**src/hw/rtl/sha_pkg.sv**
```systemverilog
// package for the sha-256 byte stream hasher: types, constants, round functions
// depends on nothing
package sha_pkg;

   localparam int unsigned BufDepth = 16;
   localparam int unsigned BufAddrW = 4;

   localparam logic [1:0] OP_RESTART = 2'd0;
   localparam logic [1:0] OP_ABSORB  = 2'd1;
   localparam logic [1:0] OP_FINISH  = 2'd2;

   typedef struct packed {
      logic [1:0] op;
      logic [7:0] msg_byte;
   } req_type;

   typedef struct packed {
      logic [31:0] digest_word;
      logic [2:0]  word_index;
      logic        last_word;
   } rsp_type;

   typedef enum logic [2:0] {
      ST_IDLE,
      ST_PAD,
      ST_ROUND,
      ST_UPDATE,
      ST_EMIT
   } state_type;

   function automatic logic [31:0] init_h(input logic [2:0] idx);
      logic [31:0] v;
      begin
         unique case (idx)
            3'd0: v = 32'h6a09e667;
            3'd1: v = 32'hbb67ae85;
            3'd2: v = 32'h3c6ef372;
            3'd3: v = 32'ha54ff53a;
            3'd4: v = 32'h510e527f;
            3'd5: v = 32'h9b05688c;
            3'd6: v = 32'h1f83d9ab;
            default: v = 32'h5be0cd19;
         endcase
         return v;
      end
   endfunction

   function automatic logic [31:0] round_k(input logic [5:0] idx);
      logic [31:0] k [64];
      begin
         k = '{
            32'h428a2f98, 32'h71374491, 32'hb5c0fbcf, 32'he9b5dba5,
            32'h3956c25b, 32'h59f111f1, 32'h923f82a4, 32'hab1c5ed5,
            32'hd807aa98, 32'h12835b01, 32'h243185be, 32'h550c7dc3,
            32'h72be5d74, 32'h80deb1fe, 32'h9bdc06a7, 32'hc19bf174,
            32'he49b69c1, 32'hefbe4786, 32'h0fc19dc6, 32'h240ca1cc,
            32'h2de92c6f, 32'h4a7484aa, 32'h5cb0a9dc, 32'h76f988da,
            32'h983e5152, 32'ha831c66d, 32'hb00327c8, 32'hbf597fc7,
            32'hc6e00bf3, 32'hd5a79147, 32'h06ca6351, 32'h14292967,
            32'h27b70a85, 32'h2e1b2138, 32'h4d2c6dfc, 32'h53380d13,
            32'h650a7354, 32'h766a0abb, 32'h81c2c92e, 32'h92722c85,
            32'ha2bfe8a1, 32'ha81a664b, 32'hc24b8b70, 32'hc76c51a3,
            32'hd192e819, 32'hd6990624, 32'hf40e3585, 32'h106aa070,
            32'h19a4c116, 32'h1e376c08, 32'h2748774c, 32'h34b0bcb5,
            32'h391c0cb3, 32'h4ed8aa4a, 32'h5b9cca4f, 32'h682e6ff3,
            32'h748f82ee, 32'h78a5636f, 32'h84c87814, 32'h8cc70208,
            32'h90befffa, 32'ha4506ceb, 32'hbef9a3f7, 32'hc67178f2};
         return k[idx];
      end
   endfunction

   function automatic logic [31:0] rotr(input logic [31:0] x, input int unsigned n);
      return (x >> n) | (x << (32 - n));
   endfunction

   function automatic logic [31:0] sig0(input logic [31:0] x);
      return rotr(x, 7) ^ rotr(x, 18) ^ (x >> 3);
   endfunction

   function automatic logic [31:0] sig1(input logic [31:0] x);
      return rotr(x, 17) ^ rotr(x, 19) ^ (x >> 10);
   endfunction

   function automatic logic [31:0] bsig0(input logic [31:0] x);
      return rotr(x, 2) ^ rotr(x, 13) ^ rotr(x, 22);
   endfunction

   function automatic logic [31:0] bsig1(input logic [31:0] x);
      return rotr(x, 6) ^ rotr(x, 11) ^ rotr(x, 25);
   endfunction

endpackage

```
**src/hw/rtl/sha256_byte_stream_hasher_unit.sv**
```systemverilog
// sha-256 byte stream hasher top level
// depends on sha_pkg and sha_ram
//
// usage
//  - req channel (valid/ready) carries one request: op and msg_byte
//    op restart clears the chaining state, op absorb appends one byte,
//    op finish pads the message and returns eight digest words
//  - rsp channel (valid/ready) returns digest words h0..h7, last_word on h7
//  - absorb is taken while idle; the 64th byte of a block starts a compression:
//    a ram read, 64 rounds and a chaining update
//  - finish writes 9..72 pad and length bytes, one per cycle, runs one or two
//    compressions, then sends eight words, one per cycle while the receiver
//    takes them
//  - the rate is set by the single round unit: one round per cycle
//  - the message words sit in a 16 x 32 ram; rounds 0..15 read it, later
//    rounds take the schedule from a 16-word register window
//  - a stalled receiver holds the current word; no request is taken until
//    the last word is taken
//  - reset (synchronous, active high) returns the chaining words to the
//    initial values and clears the byte and bit counts
//  - unused op code 3 is accepted and ignored
module sha256_byte_stream_hasher_unit (
   input  logic             clock,
   input  logic             reset,
   input  logic             req_valid,
   output logic             req_ready,
   input  sha_pkg::req_type req_payload,
   output logic             rsp_valid,
   input  logic             rsp_ready,
   output sha_pkg::rsp_type rsp_payload
);

   // control state
   sha_pkg::state_type state_ff, state_in;
   logic [5:0]  fill_ff, fill_in;        // bytes pending
   logic [63:0] bits_ff, bits_in;        // message length in bits
   logic [5:0]  round_ff, round_in;      // round counter
   logic        finish_ff, finish_in;    // compression belongs to a finish
   logic        last_blk_ff, last_blk_in;// compression is the length block
   logic [2:0]  emit_ff, emit_in;        // digest word being sent

   // chaining and working registers
   logic [31:0] h_ff [8];
   logic [31:0] h_in [8];
   logic [31:0] v_ff [8];
   logic [31:0] v_in [8];

   // schedule window held in registers, loaded from the ram in rounds 0..15
   logic [31:0] w_ff [16];
   logic [31:0] w_in [16];
   logic [23:0] part_ff, part_in;        // partial word being assembled

   // message word ram: holds the packed words of the block
   logic                          ram_we;
   logic [sha_pkg::BufAddrW-1:0]  ram_wa;
   logic [31:0]                   ram_wd;
   logic [sha_pkg::BufAddrW-1:0]  ram_ra;
   logic [31:0]                   ram_rd;

   sha_ram #(.Width(32), .Depth(sha_pkg::BufDepth)) u_msg_ram (
      .clock  (clock),
      .wr_en  (ram_we),
      .wr_addr(ram_wa),
      .wr_data(ram_wd),
      .rd_addr(ram_ra),
      .rd_data(ram_rd)
   );

   logic        take_req;
   logic [7:0]  byte_val;
   logic        byte_wr;
   logic [31:0] wcur;
   logic [31:0] wnew;
   logic [31:0] t1, t2;
   logic        ram_pref_ff;

   assign take_req = req_valid && req_ready;

   // byte into the current word; a word is written to the ram on its fourth byte
   always_comb begin
      byte_wr  = 1'b0;
      byte_val = 8'h00;
      if (state_ff == sha_pkg::ST_IDLE && take_req && req_payload.op == sha_pkg::OP_ABSORB) begin
         byte_wr  = 1'b1;
         byte_val = req_payload.msg_byte;
      end else if (state_ff == sha_pkg::ST_PAD) begin
         byte_wr = 1'b1;
         if (!finish_ff) begin
            byte_val = 8'h80;
         end else if (last_blk_ff && fill_ff >= 6'd56) begin
            byte_val = bits_ff[8'd63 - {2'b00, fill_ff[2:0], 3'b000} -: 8];
         end else begin
            byte_val = 8'h00;
         end
      end
   end

   // read address runs one round ahead to cover the ram read latency
   always_comb begin
      ram_we = byte_wr && (fill_ff[1:0] == 2'b11);
      ram_wa = fill_ff[5:2];
      ram_wd = {part_ff, byte_val};
      ram_ra = round_in[3:0];
   end

   // round datapath
   always_comb begin
      if (round_ff < 6'd16) begin
         wcur = ram_rd;
      end else begin
         wcur = w_ff[0] + w_ff[9] + sha_pkg::sig0(w_ff[1]) + sha_pkg::sig1(w_ff[14]);
      end
      wnew = wcur;
      t1 = v_ff[7] + sha_pkg::bsig1(v_ff[4]) + (v_ff[6] ^ (v_ff[4] & (v_ff[5] ^ v_ff[6])))
         + sha_pkg::round_k(round_ff) + wcur;
      t2 = sha_pkg::bsig0(v_ff[0])
         + ((v_ff[0] & v_ff[1]) | (v_ff[2] & (v_ff[0] | v_ff[1])));
   end

   // next state
   always_comb begin
      state_in = state_ff;
      unique case (state_ff)
         sha_pkg::ST_IDLE: begin
            if (take_req) begin
               if (req_payload.op == sha_pkg::OP_ABSORB && fill_ff == 6'd63) begin
                  state_in = sha_pkg::ST_ROUND;
               end else if (req_payload.op == sha_pkg::OP_FINISH) begin
                  state_in = sha_pkg::ST_PAD;
               end
            end
         end
         sha_pkg::ST_PAD: begin
            if (fill_ff == 6'd63) begin
               state_in = sha_pkg::ST_ROUND;
            end else if (!last_blk_ff && fill_ff == 6'd55 && finish_ff) begin
               state_in = sha_pkg::ST_PAD;
            end
         end
         sha_pkg::ST_ROUND: begin
            if (!ram_pref_ff) begin
               state_in = sha_pkg::ST_ROUND;
            end else if (round_ff == 6'd63) begin
               state_in = sha_pkg::ST_UPDATE;
            end
         end
         sha_pkg::ST_UPDATE: begin
            if (!finish_ff) begin
               state_in = sha_pkg::ST_IDLE;
            end else if (last_blk_ff) begin
               state_in = sha_pkg::ST_EMIT;
            end else begin
               state_in = sha_pkg::ST_PAD;
            end
         end
         sha_pkg::ST_EMIT: begin
            if (rsp_ready && emit_ff == 3'd7) begin
               state_in = sha_pkg::ST_IDLE;
            end
         end
         default: state_in = sha_pkg::ST_IDLE;
      endcase
   end

   // data path and counters
   always_comb begin
      fill_in     = fill_ff;
      bits_in     = bits_ff;
      round_in    = round_ff;
      finish_in   = finish_ff;
      last_blk_in = last_blk_ff;
      emit_in     = emit_ff;
      part_in     = part_ff;
      h_in        = h_ff;
      v_in        = v_ff;
      w_in        = w_ff;

      if (byte_wr) begin
         part_in = {part_ff[15:0], byte_val};
         fill_in = fill_ff + 6'd1;
      end

      unique case (state_ff)
         sha_pkg::ST_IDLE: begin
            if (take_req) begin
               if (req_payload.op == sha_pkg::OP_RESTART) begin
                  fill_in = '0;
                  bits_in = '0;
                  for (int i = 0; i < 8; i++) h_in[i] = sha_pkg::init_h(3'(i));
               end else if (req_payload.op == sha_pkg::OP_ABSORB) begin
                  bits_in = bits_ff + 64'd8;
                  if (fill_ff == 6'd63) begin
                     finish_in = 1'b0;
                     round_in  = '0;
                     v_in      = h_ff;
                  end
               end else if (req_payload.op == sha_pkg::OP_FINISH) begin
                  finish_in   = 1'b1;
                  last_blk_in = (fill_ff < 6'd56);
               end
            end
         end
         sha_pkg::ST_PAD: begin
            // the first pad byte (0x80) is written with finish_ff low below
            if (fill_ff == 6'd63) begin
               round_in = '0;
               v_in     = h_ff;
            end
         end
         sha_pkg::ST_ROUND: begin
            if (ram_pref_ff) begin
               for (int i = 0; i < 15; i++) w_in[i] = w_ff[i+1];
               w_in[15] = wnew;
               v_in[7] = v_ff[6];
               v_in[6] = v_ff[5];
               v_in[5] = v_ff[4];
               v_in[4] = v_ff[3] + t1;
               v_in[3] = v_ff[2];
               v_in[2] = v_ff[1];
               v_in[1] = v_ff[0];
               v_in[0] = t1 + t2;
               round_in = round_ff + 6'd1;
            end
         end
         sha_pkg::ST_UPDATE: begin
            for (int i = 0; i < 8; i++) h_in[i] = h_ff[i] + v_ff[i];
            if (finish_ff && !last_blk_ff) begin
               last_blk_in = 1'b1;
            end
            emit_in = '0;
         end
         sha_pkg::ST_EMIT: begin
            if (rsp_ready) begin
               emit_in = emit_ff + 3'd1;
               if (emit_ff == 3'd7) begin
                  fill_in = '0;
                  bits_in = '0;
                  for (int i = 0; i < 8; i++) h_in[i] = sha_pkg::init_h(3'(i));
               end
            end
         end
         default: ;
      endcase
   end

   // pad flag: 0x80 goes first, zeros and length follow
   logic pad_first_ff;

   // outputs
   always_comb begin
      req_ready = (state_ff == sha_pkg::ST_IDLE);
      rsp_valid = (state_ff == sha_pkg::ST_EMIT);
      rsp_payload.digest_word = h_ff[emit_ff];
      rsp_payload.word_index  = emit_ff;
      rsp_payload.last_word   = (emit_ff == 3'd7);
   end

   always_ff @(posedge clock) begin
      if (reset) begin
         state_ff     <= sha_pkg::ST_IDLE;
         fill_ff      <= '0;
         bits_ff      <= '0;
         round_ff     <= '0;
         finish_ff    <= 1'b0;
         last_blk_ff  <= 1'b0;
         emit_ff      <= '0;
         ram_pref_ff  <= 1'b0;
         pad_first_ff <= 1'b0;
         for (int i = 0; i < 8; i++) h_ff[i] <= sha_pkg::init_h(3'(i));
      end else begin
         state_ff    <= state_in;
         fill_ff     <= fill_in;
         bits_ff     <= bits_in;
         round_ff    <= round_in;
         last_blk_ff <= last_blk_in;
         emit_ff     <= emit_in;
         h_ff        <= h_in;
         // first pad cycle writes 0x80, then finish_ff marks the zero fill
         if (state_ff == sha_pkg::ST_IDLE && take_req && req_payload.op == sha_pkg::OP_FINISH) begin
            finish_ff    <= 1'b0;
            pad_first_ff <= 1'b1;
         end else if (state_ff == sha_pkg::ST_PAD && pad_first_ff) begin
            finish_ff    <= 1'b1;
            pad_first_ff <= 1'b0;
         end else if (state_ff == sha_pkg::ST_IDLE && take_req) begin
            finish_ff <= finish_in;
         end
         // a wait for the registered ram read comes before the first round
         ram_pref_ff <= (state_in == sha_pkg::ST_ROUND) && (state_ff == sha_pkg::ST_ROUND);
      end
      v_ff    <= v_in;
      w_ff    <= w_in;
      part_ff <= part_in;
   end

endmodule

```
**src/hw/rtl/sha_ram.sv**
```systemverilog
// generic single-port-write, one-read synchronous ram with registered read
// depends on nothing
module sha_ram #(
   parameter int unsigned Width = 32,
   parameter int unsigned Depth = 16,
   localparam int unsigned AddrW = (Depth > 1) ? $clog2(Depth) : 1
) (
   input  logic             clock,
   input  logic             wr_en,
   input  logic [AddrW-1:0] wr_addr,
   input  logic [Width-1:0] wr_data,
   input  logic [AddrW-1:0] rd_addr,
   output logic [Width-1:0] rd_data
);

   logic [Width-1:0] mem [Depth];

   always_ff @(posedge clock) begin
      if (wr_en) begin
         mem[wr_addr] <= wr_data;
      end
      rd_data <= mem[rd_addr];
   end

endmodule

```
**config.mk**
```make
export PLATFORM = sky130hd
export DESIGN_NAME = sha256_byte_stream_hasher_unit
export DESIGN_NICKNAME = d
export VERILOG_FILES = /design/src/hw/rtl/sha_pkg.sv /design/src/hw/rtl/sha256_byte_stream_hasher_unit.sv /design/src/hw/rtl/sha_ram.sv
export SDC_FILE = /design/constraint.sdc
export NUM_CORES = 2
export LEC_CHECK = 0
export ABC_CLOCK_PERIOD_IN_PS = 17200
export BUFFER_PORTS_ARGS = -buffer_cell sky130_fd_sc_hd__buf_2
export CAP_MARGIN = 20
export CORE_MARGIN = 1
export CORE_UTILIZATION = 50
export DETAILED_ROUTE_END_ITERATION = 7
export GPL_TIMING_DRIVEN = 1
export PLACE_DENSITY = 0.72
export SLEW_MARGIN = 20
export SYNTH_ARGS = -nofsm -noshare
export SYNTH_HDL_FRONTEND = slang
export SYNTH_SLANG_ARGS = --single-unit
```
**constraint.sdc**
```tcl
create_clock -name clock -period 17.2 [get_ports clock]
set_input_delay 3.44 -clock clock [delete_from_list [all_inputs] [get_ports clock]]
set_output_delay 3.44 -clock clock [all_outputs]
set_load 0.05 [all_outputs]
```
-- Word-level counts from Yosys, hierarchy flattened
Memory sizes are Yosys's and may differ from the RTL's. A register that Yosys moved wholly into a read port is not among the register bits.
Index checks and enable logic that the tools add are counted.
- logic and storage cells: 232
- memories: 2
- register bits: 1134
- bits in read-only memories: 2048
- output and inout bits: 38
- memory bits (writable): 512
- shift-type cells: 1
- bitwise logic cells: 27
- reductions and logical operators: 34
- order comparisons: 5
- eq/ne operators: 25
- $add $sub $neg: 23
- muxes and demuxes: 72
- memories (memory ; depth ; width ; rd ports ; clocked after Yosys merged registers in ; wr ports ; line ; source):
    (name not given) ; 64 ; 32 ; 1 ; 0 ; 0 ; sha_pkg.sv:68 ; return k[idx];
    u_msg_ram.mem ; 16 ; 32 ; 1 ; 1 ; 1 ; sha_ram.sv:16 ; logic [Width-1:0] mem [Depth];
- operators with widths (kind ; count):
    $mux 256 ; 9
    $pmux 256 s3 ; 2
    $add 32x32->32 ; 18
    $mux 64 ; 5
    $xor 32x32->32 ; 8
    $mux 32 ; 5
    $pmux 64 s2 ; 1
    $and 32x32->32 ; 3
    $bmux 32 s3 ; 1
    $shiftx 71x9->8 ; 1
    $add 64x4->64 const B ; 1
    $or 32x32->32 ; 2
    $mux 6 ; 10
    $mux 3 ; 11
    $mux 8 ; 4
    $or 10x32->32 ; 1
    $or 13x32->32 ; 1
    $or 14x32->32 ; 1
    $or 15x32->32 ; 1
    $or 19x32->32 ; 1
    $or 21x32->32 ; 1
    $or 25x32->32 ; 1
    $or 26x32->32 ; 1
    $or 30x32->32 ; 1
    other kinds (38) ; 97

-- Logic depth before layout (Yosys ltp)
- depth in word-level cells: 10
- mapped depth: 47
- depth with buffers taken out: 47

-- Cells and area by module
From an unflattened synthesis, not the netlist that was laid out.
- cells, all modules: 7826
- area total of the unflattened synthesis: 90026.3 um^2
- by module, submodules not included (module ; sequential area each (um^2) ; cells an instance ; times used ; area each (um^2)):
    sha256_byte_stream_hasher_unit ; 30569.3 ; 6988 ; 1 ; 70191.1
    sha_ram ; 16015.4 ; 838 ; 1 ; 19835.3

-- Worst setup path before layout
OpenSTA, ideal clock, no wires.
- path type: register to register
- start point: register state_ff[2]
- end point: register u_msg_ram.rd_data[22] (read register of u_msg_ram.mem)
- period minus slack after synthesis: 12868 ps
- library setup time: 136 ps
- setup slack: 4332 ps
- path buffers: 3
- stages on the path, launching flop included: 13
- data arrival time: 12731 ps
- path through: dfxtp_1 clkbuf_1 nor2b_1 nor2b_1 nand2_1 inv_1 nand2_1 o21ai_0 buf_2 buf_1 mux4_2 a211oi_1 a31oi_1
- cells in the longest elaborated chain, start to end: 4
- ends and longest elaborated chain (what ; line ; source):
    from (decl) ; sha256_byte_stream_hasher_unit.sv:34 ; sha_pkg::state_type state_ff, state_in;
    from (signal assigned) ; sha256_byte_stream_hasher_unit.sv:260 ; state_ff <= sha_pkg::ST_IDLE;
    from (signal assigned) ; sha256_byte_stream_hasher_unit.sv:271 ; state_ff <= state_in;
    $logic_not 3->1 ; sha256_byte_stream_hasher_unit.sv:183, sha256_byte_stream_hasher_unit.sv:251 ;
    $logic_and 1x1->1 ; sha256_byte_stream_hasher_unit.sv:77 ; assign take_req = req_valid && req_ready;
    $mux 6 ; sha256_byte_stream_hasher_unit.sv:185 ; if (take_req) begin
    $pmux 6 s3 (*) ; sha256_byte_stream_hasher_unit.sv:183 ; unique case (state_ff)
    to (decl) ; sha_ram.sv:13 ; output logic [Width-1:0] rd_data
Mark *: on every way between the ends. The rest lies on a longest branch, timed or not. The select of a mux whose other input is x is not followed.
A chain may end at the register's enable or synchronous reset.

==> results.ini <==
[synth]
synth_common_cells=1304 x edfxtp_1, 1077 x nand2_1, 464 x nor2_1
synthTopCellsByArea=edfxtp_1 44%, dfxtp_1 8.3%, ha_1 5.7%
synth-edff-count=1304
synth_cell_type_count=90
ys_warn_count=0
synth_nets=8425
synth.most_common_cell=edfxtp_1
synth_area_um2=89800
synth.avg_cell_area_um2=11.5
synth_top_area_share=0.436
yosysTopAreaCell=edfxtp_1
synth-async-reset-ratio=0
synth_seq_area_share=0.519
syn_inst=7809
synthFlopType=edfxtp_1
ys_ff_latch=1675

[final_layout]
area_growth_pct=10.1
drive_above_1_share=0.104
num-fill-cells=14729
fin_nets=8391
fin_cells=10284

[cts]
worstSkewPairLatency_ns=0.87
hold_buffers=0
cts-resized-gates=0
root_buffer=clkbuf_16
cts_buffers=177
cts_max_path_buffers=3
htree_levels=4
cts_tree=yes
clkTransAtPathRegs_ns=0.06
cts.sinks=1675
cts_setup_buffers=0

[pwr]
leakage_nw=36.8
p_total_mw=8.52
peakVddDrop_v=0.0000930
p_per_area_nw_per_um2=86.2

[route]
drtIter0Drc=7573
wire_per_inst_um=26.1
drc=0
vias_per_cell=6.11
drtPass1Iterations=6
routed_wl_um=268000
ant_nets=0
vias=62826

[timing]
finalWorstSetupSlack_ns=6.04
clock_skew_ns=0.0588
hold_viol_final=0
tightestPinTransition_ns=1.18
max_slew_margin=0.215
setup_violations=0
fin_setup_tns_ns=0
timing.hold.ws_ns=0.391
finalCritPeriodShare=0.649
rsz0062_at_grt=no
max_freq_mhz=89.6
slew_violations=0
min_period_ns=11.16

[global_route]
grt_usage=0.293
overflow=0
antenna_found_initial=9
grt_max_degree=212
grt_pass1_vias=60368
grt_pass1_wl_um=395000

[floorplan]
core-area_um2=178000
io_pins=52
die_w_um=426
rows=155
dieArea_um2=181000
die_h_um=426
initial_core_util=0.503

[critical_path]
cp.arrival_ns=11.69
crit_path_top_delay_cell=o21ai_0
critPathKind=reg -> reg
r2r_cells=43
crit_path_frequent_cell=fa_1
regToRegSetupSlack_ns=6.04
cp_slowest_stage_delay_ns=0.59
worstPathMaxFanout=5
reg2reg_to=v_ff[255]$_DFFE_PP_
crit_required_ns=17.73
endpoint=v_ff[255]$_DFFE_PP_
worstSetupEndpointType=register
r2r_start=w_ff[464]$_DFFE_PP_
critPathLaunchType=register
crit_start=w_ff[464]$_DFFE_PP_

[status]
status=finished clean

[place]
dp_slack_ns=6.24
dp.cells=9950
port_buffers=51
hpwl_um=182000
globalplace.congestion=1.00

[run]
maxCapViolations=0

[min_path]
hold_path_class=reg -> reg

[cell families after synthesis]
kind of cell | after synthesis | share of synthesized area
and+or+nand+nor | 2189 | 0.107
DFF | 1675 | 0.519
AOI/OAI and AO/OA | 1602 | 0.112
buffers and inverters | 785 | 0.0334
adders and majority gates | 631 | 0.104
xor gates and xnor gates | 611 | 0.0597
muxes | 316 | 0.0657
[stage by stage]
| step | utilization | instance area (um^2) |
|---|---|---|
| after global routing | 0.554 | 98800 |
| after detailed placement | 0.519 | 92600 |
| after global placement | 0.519 | 92600 |
| after floorplan | - | 89800 |
| after CTS | 0.554 | 98800 |
| final | 0.554 | 98900 |
[worst max-delay path, delay by kind of cell, from the launching register on]
kind	cells	cell delay, ns
AO/OA/AOI/OAI	15	3.56
buffers and inverters	6	0.52
adder cells (fa/ha/maj)	9	4.05
XOR/XNOR	6	1.25
AND/OR/NAND/NOR	7	1.00
flip-flops	1	0.46
[cell type report]
cell class / instances / area (um^2) / share of cell area
clock inverters: 106 / 1420 / 0.0143
well taps: 2355 / 2950 / 0.0298
diodes: 2 / 5.00 / 0.0000506
clock buffers: 225 / 4750 / 0.0481
flip-flops and latches: 1675 / 46600 / 0.471
multi-input cells: 5349 / 40400 / 0.409
repair buffers: 156 / 1120 / 0.0113
inverters: 416 / 1580 / 0.0160
[layout by cell type, fill, tap and decap left out, types with 50 or more instances in the layout]
| master | count |
|---|---|
| buf_2 | 50 |
| fa_1 | 196 |
| a21oi_1 | 451 |
| nand3_1 | 145 |
| edfxtp_1 | 1304 |
| mux2_2 | 80 |
| xor2_1 | 226 |
| a211oi_1 | 85 |
| clkbuf_16 | 178 |
| o21bai_1 | 54 |
| inv_1 | 410 |
| a21o_1 | 173 |
| nand2_1 | 1072 |
| dfxtp_1 | 363 |
| nand2b_1 | 66 |
| nor3_1 | 144 |
| ha_1 | 406 |
| buf_4 | 101 |
| xnor2_1 | 384 |
| o21ai_0 | 369 |
| nor2_1 | 449 |
| and2_1 | 56 |
| o21a_1 | 82 |
| a31oi_1 | 88 |
| mux4_2 | 211 |
[power breakdown]
group	switching [mW]	internal, mW
Sequential	0.0337	4.35
Combinational	0.0830	0.0312
Clock	1.71	2.31
[how the worst min path moves through the flow]
stage                          end           startpoint  cells after the start
2_1_floorplan  w_ff[100]$_DFFE_PP_   w_ff[68]$_DFFE_PP_                      0
3_3_place_gp   w_ff[293]$_DFFE_PP_  w_ff[261]$_DFFE_PP_                      0
3_5_place_dp   w_ff[107]$_DFFE_PP_   w_ff[75]$_DFFE_PP_                      0
4_1_cts        w_ff[362]$_DFFE_PP_  w_ff[330]$_DFFE_PP_                      0
5_1_grt        w_ff[423]$_DFFE_PP_  w_ff[391]$_DFFE_PP_                      0
6_report       w_ff[362]$_DFFE_PP_  w_ff[330]$_DFFE_PP_                      0
[flip-flops by register name, summed over array words and instances, names as in the netlist]
register           count
u_msg_ram.mem        512
w_ff                 512
h_ff                 256
v_ff                 256
bits_ff               61
u_msg_ram.rd_data     32
part_ff               24
fill_ff                6
round_ff               6
emit_ff                3
state_ff               3
finish_ff              1
last_blk_ff            1
pad_first_ff           1
ram_pref_ff            1
[metal layers]
| metal | wire length (um) | vias up | track usage |
|---|---|---|---|
| met5 | 13 | - | 0 |
| met4 | 8370 | 2 | 0.0914 |
| met3 | 26500 | 454 | 0.0562 |
| met2 | 119000 | 3077 | 0.441 |
| met1 | 114000 | 31175 | 0.427 |
| li1 | - | 28118 | - |
No activity file was read; power rests on OpenSTA's default activity.
